**src/hw/rtl/tmp_pkg.sv**
```systemverilog
// Shared types and constants for the trapezoid motion profile block.
// Used by tmp_ctrl, tmp_dp and trapezoid_motion_profile.
package tmp_pkg;

   localparam int DIV_STEPS  = 64;
   localparam int SQRT_STEPS = 32;
   localparam int CNT_W      = $clog2(DIV_STEPS);

   localparam logic [1:0] REG_MAX_VELOCITY     = 2'd0;
   localparam logic [1:0] REG_MAX_ACCELERATION = 2'd1;
   localparam logic [1:0] REG_TICK_PERIOD      = 2'd2;

   localparam logic [30:0] MAX_VELOCITY_RST     = 31'd65536;
   localparam logic [30:0] MAX_ACCELERATION_RST = 31'd65536;
   localparam logic [16:0] TICK_PERIOD_RST      = 17'd328;

   localparam logic [32:0] TOL_LSB = 33'd66;

   localparam logic CMD_SET_GOAL = 1'b0;
   localparam logic CMD_TICK     = 1'b1;

   typedef struct packed {
      logic        command;
      logic [31:0] goal_position;
      logic [31:0] start_position;
   } req_item_type;

   typedef struct packed {
      logic [31:0] ref_position;
      logic [31:0] ref_velocity;
      logic [31:0] ref_acceleration;
      logic        at_goal;
   } rsp_item_type;

   typedef enum logic [3:0] {
      OP_IDLE,
      OP_LOAD,
      OP_MUL_VV,
      OP_COMPARE,
      OP_DIV_TRI,
      OP_DIV_ACC,
      OP_DIV_STEP,
      OP_SQRT_INIT,
      OP_SQRT_STEP,
      OP_PEAK,
      OP_TRI_DONE,
      OP_ACC_DONE,
      OP_CRU_DONE,
      OP_TICK_MUL,
      OP_TICK_VEL,
      OP_TICK_STEP
   } dp_op_type;

   typedef struct packed {
      dp_op_type op;
      logic      pos_update;
      logic      result;
   } dp_cmd_type;

   typedef struct packed {
      logic is_tick;
      logic is_tri;
   } dp_status_type;

endpackage

```
**src/hw/rtl/tmp_ctrl.sv**
```systemverilog
// Controller: sequences the datapath for set-goal and tick items and
// owns the handshakes. Uses tmp_pkg.
module tmp_ctrl import tmp_pkg::*; (
   input  logic          clock,
   input  logic          reset,
   input  logic          req_valid,
   output logic          req_stall,
   output logic          rsp_valid,
   input  logic          rsp_stall,
   input  dp_status_type status,
   output dp_cmd_type    cmd
);

   typedef enum logic [4:0] {
      S_IDLE, S_DECODE, S_MUL_VV, S_COMPARE, S_BRANCH,
      S_DIV_TRI, S_SQRT_INIT, S_SQRT, S_PEAK, S_TRI_DONE,
      S_DIV_ACC, S_ACC_DONE, S_DIV_CRU, S_CRU_DONE,
      S_TICK_MUL, S_TICK_VEL, S_TICK_STEP, S_TICK_POS, S_RESULT
   } state_type;

   localparam logic [CNT_W-1:0] DIV_LAST  = CNT_W'(DIV_STEPS - 1);
   localparam logic [CNT_W-1:0] SQRT_LAST = CNT_W'(SQRT_STEPS - 1);

   state_type        state_ff, state_in;
   logic [CNT_W-1:0] cnt_ff, cnt_in;
   logic             rsp_valid_ff, rsp_valid_in;
   logic             out_free;

   assign req_stall = (state_ff != S_IDLE);
   assign out_free  = !rsp_valid_ff || !rsp_stall;

   always_comb begin
      state_in       = state_ff;
      cnt_in         = cnt_ff;
      cmd.op         = OP_IDLE;
      cmd.pos_update = 1'b0;
      cmd.result     = 1'b0;
      case (state_ff)
         S_IDLE: if (req_valid) begin
            cmd.op   = OP_LOAD;
            state_in = S_DECODE;
         end
         S_DECODE:  state_in = status.is_tick ? S_TICK_MUL : S_MUL_VV;
         S_MUL_VV:  begin cmd.op = OP_MUL_VV;  state_in = S_COMPARE; end
         S_COMPARE: begin cmd.op = OP_COMPARE; state_in = S_BRANCH; end
         S_BRANCH: begin
            cnt_in = '0;
            if (status.is_tri) begin
               cmd.op = OP_DIV_TRI;  state_in = S_DIV_TRI;
            end else begin
               cmd.op = OP_DIV_ACC;  state_in = S_DIV_ACC;
            end
         end
         S_DIV_TRI: begin
            cmd.op = OP_DIV_STEP;
            cnt_in = cnt_ff + 1'b1;
            if (cnt_ff == DIV_LAST) state_in = S_SQRT_INIT;
         end
         S_SQRT_INIT: begin
            cmd.op = OP_SQRT_INIT; cnt_in = '0; state_in = S_SQRT;
         end
         S_SQRT: begin
            cmd.op = OP_SQRT_STEP;
            cnt_in = cnt_ff + 1'b1;
            if (cnt_ff == SQRT_LAST) state_in = S_PEAK;
         end
         S_PEAK:     begin cmd.op = OP_PEAK;     state_in = S_TRI_DONE; end
         S_TRI_DONE: begin cmd.op = OP_TRI_DONE; state_in = S_RESULT; end
         S_DIV_ACC: begin
            cmd.op = OP_DIV_STEP;
            cnt_in = cnt_ff + 1'b1;
            if (cnt_ff == DIV_LAST) state_in = S_ACC_DONE;
         end
         S_ACC_DONE: begin
            cmd.op = OP_ACC_DONE; cnt_in = '0; state_in = S_DIV_CRU;
         end
         S_DIV_CRU: begin
            cmd.op = OP_DIV_STEP;
            cnt_in = cnt_ff + 1'b1;
            if (cnt_ff == DIV_LAST) state_in = S_CRU_DONE;
         end
         S_CRU_DONE:  begin cmd.op = OP_CRU_DONE;  state_in = S_RESULT; end
         S_TICK_MUL:  begin cmd.op = OP_TICK_MUL;  state_in = S_TICK_VEL; end
         S_TICK_VEL:  begin cmd.op = OP_TICK_VEL;  state_in = S_TICK_STEP; end
         S_TICK_STEP: begin cmd.op = OP_TICK_STEP; state_in = S_TICK_POS; end
         S_TICK_POS:  begin cmd.pos_update = 1'b1; state_in = S_RESULT; end
         S_RESULT: if (out_free) begin
            cmd.result = 1'b1;
            state_in   = S_IDLE;
         end
         default: state_in = S_IDLE;
      endcase
   end

   assign rsp_valid_in = cmd.result ? 1'b1 : (rsp_valid_ff && rsp_stall);

   always_ff @(posedge clock) begin
      if (reset) begin
         state_ff     <= S_IDLE;
         cnt_ff       <= '0;
         rsp_valid_ff <= 1'b0;
      end else begin
         state_ff     <= state_in;
         cnt_ff       <= cnt_in;
         rsp_valid_ff <= rsp_valid_in;
      end
   end

   assign rsp_valid = rsp_valid_ff;

   a_rsp_from_result: assert property (@(posedge clock) disable iff (reset)
      $rose(rsp_valid_ff) |-> $past(cmd.result))
      else $error("result shown without a result load");

   a_no_overwrite: assert property (@(posedge clock) disable iff (reset)
      cmd.result |-> !(rsp_valid_ff && rsp_stall))
      else $error("result register overwritten while held");

   a_load_only_idle: assert property (@(posedge clock) disable iff (reset)
      (cmd.op == OP_LOAD) |=> (state_ff == S_DECODE))
      else $error("load not followed by decode");

endmodule

```
**config.mk**
```make
export PLATFORM = sky130hd
export DESIGN_NAME = tmp_ctrl
export DESIGN_NICKNAME = d
export VERILOG_FILES = /design/src/hw/rtl/tmp_pkg.sv /design/src/hw/rtl/tmp_ctrl.sv
export SDC_FILE = /design/constraint.sdc
export NUM_CORES = 1
export LEC_CHECK = 0
export BUFFER_PORTS_ARGS = -buffer_cell sky130_fd_sc_hd__buf_2
export CAP_MARGIN = 30
export CORE_UTILIZATION = 56
export DETAILED_ROUTE_END_ITERATION = 6
export PLACE_DENSITY = 0.76
export SYNTH_ARGS = -nofsm -noshare
export SYNTH_HDL_FRONTEND = slang
export SYNTH_SLANG_ARGS = --single-unit
```
**constraint.sdc**
```tcl
create_clock -name clock -period 2.1 [get_ports clock]
set_input_delay 0.105 -clock clock [delete_from_list [all_inputs] [get_ports clock]]
set_output_delay 0.105 -clock clock [all_outputs]
set_load 0.005 [all_outputs]
```
==> reports/results.txt <==
The final period demand of the worst path was 1.96 ns; the height of the die was 45.6 um. In the post-synthesis netlist, the biggest area contributors are sky130_fd_sc_hd__dfxtp_1 (23%), sky130_fd_sc_hd__a21oi_1 (8.5%), sky130_fd_sc_hd__nor2_1 (5.3%). Clock-pin slew was measured on the worst setup and hold paths at 0.08 ns. The end point of the critical path was cmd[3].

Setup repair after global routing left no endpoint under its margin. The logs give 0.613 for the combinational share of power and 149 for the net count after synthesis. For this design the ratio of total power to cell area is 1190 mW/mm^2. In the routed design, unresolved DRC markers number 0. The cell count after synthesis came out at 142.

met2 is the most crowded layer. For the worst setup path, the data required time is 2.00 ns. The worst relative slew slack came out at 0.649. Summed over all layers, the routed wires come to 2470 um. Setup violations remaining at the end of the flow were counted as 0. The endpoint identified for the worst register-to-register timing path is state_ff[2]$_SDFFE_PP0P_. The fraction of final layout cells with drive strength greater than 1 was 0.252; the worst stage delay on the critical path was 0.54 ns.

Net switching share of the total power: 0.451. The parity-gate share of the synthesized area counting xor and xnor cells works out to 0.0318. The final net count is 163. Critical path arrival: 1.86 ns.

The H-tree depth is 1. Cell type contributing the most total cell area after synthesis: sky130_fd_sc_hd__dfxtp_1. The worst hold path belongs to the class input pin to flop. The I/O pin count is 14, and the synthesized area divided by synthesized cell count is 7.49 sq um. Measured in cells, the most critical reg-to-reg path has a length of 5. The count of clock tree sinks is 12. The cell-internal power came out at 774 uW.

The run gives 44 as the count of cell types in the netlist. The slew at the pin closest to its max-slew limit is 0.522 ns. The number of global-route vias before repair was 951.

The worst path setup slack after routing was 0.135 ns. Based on the critical path, the design can be clocked at up to 509 MHz. TritonCTS built the clock tree. The adder-cell share of the synthesized area is 0.0118, and the length of the first detailed-routing pass in iterations is 4.

Period utilization: 0.936. Counting along the longest clock path gives a buffer depth of 2. The tools report the total of max-cap violations as 0. The biggest fanout along the worst timing path came out at 12.

During placement, the flow inserted port buffers numbering 13. The run gives 0.226 as the sequential area share after synthesis. The fraction of the mapped netlist area in compound gates is 0.326, and the total number of yosys warnings is 0.

The mux contribution to synthesized area was 0.0318. The initial core utilization is 0.609. Traced cell by cell, the critical path runs through buf_4 -> mux2_2 -> a221oi_1 -> o21ai_0 -> buf_2. The global-route track usage on met2 is 0.474, and the synthesis-to-layout area growth is 11.4%. The total global routing track utilization was 0.267. The wire length per cell was 13.7 um.

Prior to clock tree synthesis, the placed netlist has a worst setup slack of 0.282 ns. In this run the static leakage power is 0.000484 uW. The synthesized design contains 12 register bits. In this run the critical register-to-register path is launched from state_ff[1]$_SDFFE_PP0P_. The tools report the total overflow reported by the global router as 0.

The number of antenna diodes in the final layout is 0. The cell type of the slowest stage on the worst timing path was sky130_fd_sc_hd__dfxtp_1. The logs give 0 for the final count of hold timing violations and 0.28 ns for the clock latency of the later-clocked register in the worst-skew pair. The beginning of the worst hold path is reset. After clock tree synthesis, the setup repair step added 0 buffers. Once the clock tree was built, the resizer swapped 0 gates to a different size. Summed over all nets, the switching power comes to 635 uW. Startpoint of the most critical setup path: state_ff[2]$_SDFFE_PP0P_. The share of flip-flops with an asynchronous set or reset is 0. For the final database, setup skew stands at 0.00352 ns. The flow ran to the end, and the final reports show no timing, DRC or antenna violations. The logs give 0 for the hold buffer count at CTS and 0.00106 sq mm for the post-synthesis cell area. The run gives 0.27 ns as the reg2reg setup slack. Summed over all failing endpoints, the final setup total negative slack is 0 ns. The width of the die is 45.6 um.

The number of antenna violations at the first check in global routing was 0; the via-per-instance ratio was 6.02. The flip-flop cell with the highest count after synthesis is sky130_fd_sc_hd__dfxtp_1. For the starting DRC count in detailed routing, the log shows 26.

The number of vias after detailed routing is 1083, and the wire length of the first global-routing pass is 4010 um. The HPWL after detailed placement is 1860 um. IR analysis of the VDD net gives a maximum drop of 0.613 mV. The pin count of the biggest net entering global routing came out at 17. The floorplan step defined a die boundary enclosing 0.00208 sq mm.

The top cell type's share of synthesized area is 0.226, and the final hold slack is 0.151 ns. The placeable core region was 0.00175 sq mm. The largest family of logic cells by synthesized area was compound AO/OA/AOI/OAI gates. The number of enable-type register cells in the synthesized netlist works out to 0. The clock tree root buffer cell is sky130_fd_sc_hd__clkbuf_4.

Kind of end point of the critical path: an output port. The met1 layer usage reported by global route is 0.333. The global placer's final weighted congestion was 0.845; the met3 track demand over resource was 0.0357.

For the share of total power in sequential cells, the log shows 0.252. The final design utilization was 0.679. The area share of and/or/nand/nor cells after synthesis came out at 0.281. The tools report the count of antenna-violating nets left after detailed routing as 0. Buffers inserted during clock tree synthesis total 3. The critical path is of the flop to output port type.

The worst setup path is launched from a flop. The site row count was 15. The max-slew violation total from the final report came out at 0. The portion of total power attributed to the clock network came out at 0.135.
==> worst min-delay path by stage <==
stage                                          end  slack, ns  depth (start not counted)
after floorplan                             cmd[0]       0.26                          1
after global placement      cnt_ff[0]$_SDFFE_PP0P_       0.44                          2
after detailed placement    cnt_ff[0]$_SDFFE_PP0P_       0.44                          2
after CTS                   cnt_ff[0]$_SDFFE_PP0P_       0.15                          2
after global routing      state_ff[4]$_SDFFE_PP0P_       0.17                          2
final                       cnt_ff[0]$_SDFFE_PP0P_       0.15                          2
==> synth_stat cells (all sizes together), types with 2 or more instances <==
master,n
nand2,10
and3,5
nand3,4
a21oi,18
nor2,15
clkbuf,7
buf,6
nor3,8
mux2,3
dfxtp,12
nor3b,3
o31ai,3
nor2b,4
o21ai,9
o221a,3
nand2b,2
inv,5
or3,2
xor2,2
==> state kept, by name (all words and copies together), names as in the netlist <==
name / count
cnt_ff: 6
state_ff: 5
rsp_valid: 1
==> worst max-delay path, delay by kind of cell (launching register included) <==
family,cells,cell delay [ns]
flops,1,0.54
buf+inv,2,0.38
mux,1,0.34
compound gates,2,0.32
==> routing by layer <==
| metal | share of wire | up-vias |
|---|---|---|
| met5 | 0 | - |
| met4 | 0.0089 | 0 |
| met3 | 0.038 | 4 |
| met2 | 0.49 | 29 |
| met1 | 0.46 | 500 |
| li1 | - | 550 |
==> per-stage QoR <==
stage	cell area [sq um]	total power, uW	instances
final	1180	1410	180
after global routing	1180	1520	180
after CTS	1180	1410	180
after detailed placement	1150	1220	176
after global placement	1150	1200	176
after floorplan	1060	988	142
==> cells in the final DEF, fill, tap and decap left out, types with 2 or more instances in the layout <==
cell	n
sky130_fd_sc_hd__dfxtp_1	12
sky130_fd_sc_hd__nor3_1	8
sky130_fd_sc_hd__o31ai_1	3
sky130_fd_sc_hd__buf_4	9
sky130_fd_sc_hd__nor2b_1	3
sky130_fd_sc_hd__and3_1	5
sky130_fd_sc_hd__o21ai_0	9
sky130_fd_sc_hd__or3_1	2
sky130_fd_sc_hd__o221a_2	3
sky130_fd_sc_hd__mux2_2	3
sky130_fd_sc_hd__nand2_1	10
sky130_fd_sc_hd__buf_2	13
sky130_fd_sc_hd__clkbuf_4	3
sky130_fd_sc_hd__a21oi_1	18
sky130_fd_sc_hd__nor2_1	15
sky130_fd_sc_hd__nand2b_1	2
sky130_fd_sc_hd__nand3_1	4
sky130_fd_sc_hd__inv_1	5
sky130_fd_sc_hd__nor3b_1	3
==> logic make-up after synthesis <==
| group | Yosys count |
|---|---|
| AO/OA/AOI/OAI | 48 |
| XOR/XNOR | 3 |
| adder cells (fa/ha/maj) | 1 |
| buffers and inverters | 18 |
| flip-flops | 12 |
| multiplexers | 3 |
| AND/OR/NAND/NOR | 57 |
==> area by class of cell <==
cell class / instances / area (sq um)
Sequential cell: 12 / 240
Inverter: 5 / 18.8
Clock buffer: 4 / 36.3
Fill cell: 167 / 561
Tap cell: 25 / 31.3
Timing Repair Buffer: 22 / 133
Multi-Input combinational cell: 112 / 726
==> power by group through the flow <==
stage          clock network (uW)  logic, uW  registers (uW)
2_1_floorplan                   0        690             298
3_3_place_gp                    0        847             354
3_5_place_dp                    0        861             357
4_1_cts                       192        864             351
5_1_grt                       201        961             361
6_report                      191        864             355
Note: power is estimated with default switching activity, not from simulation.
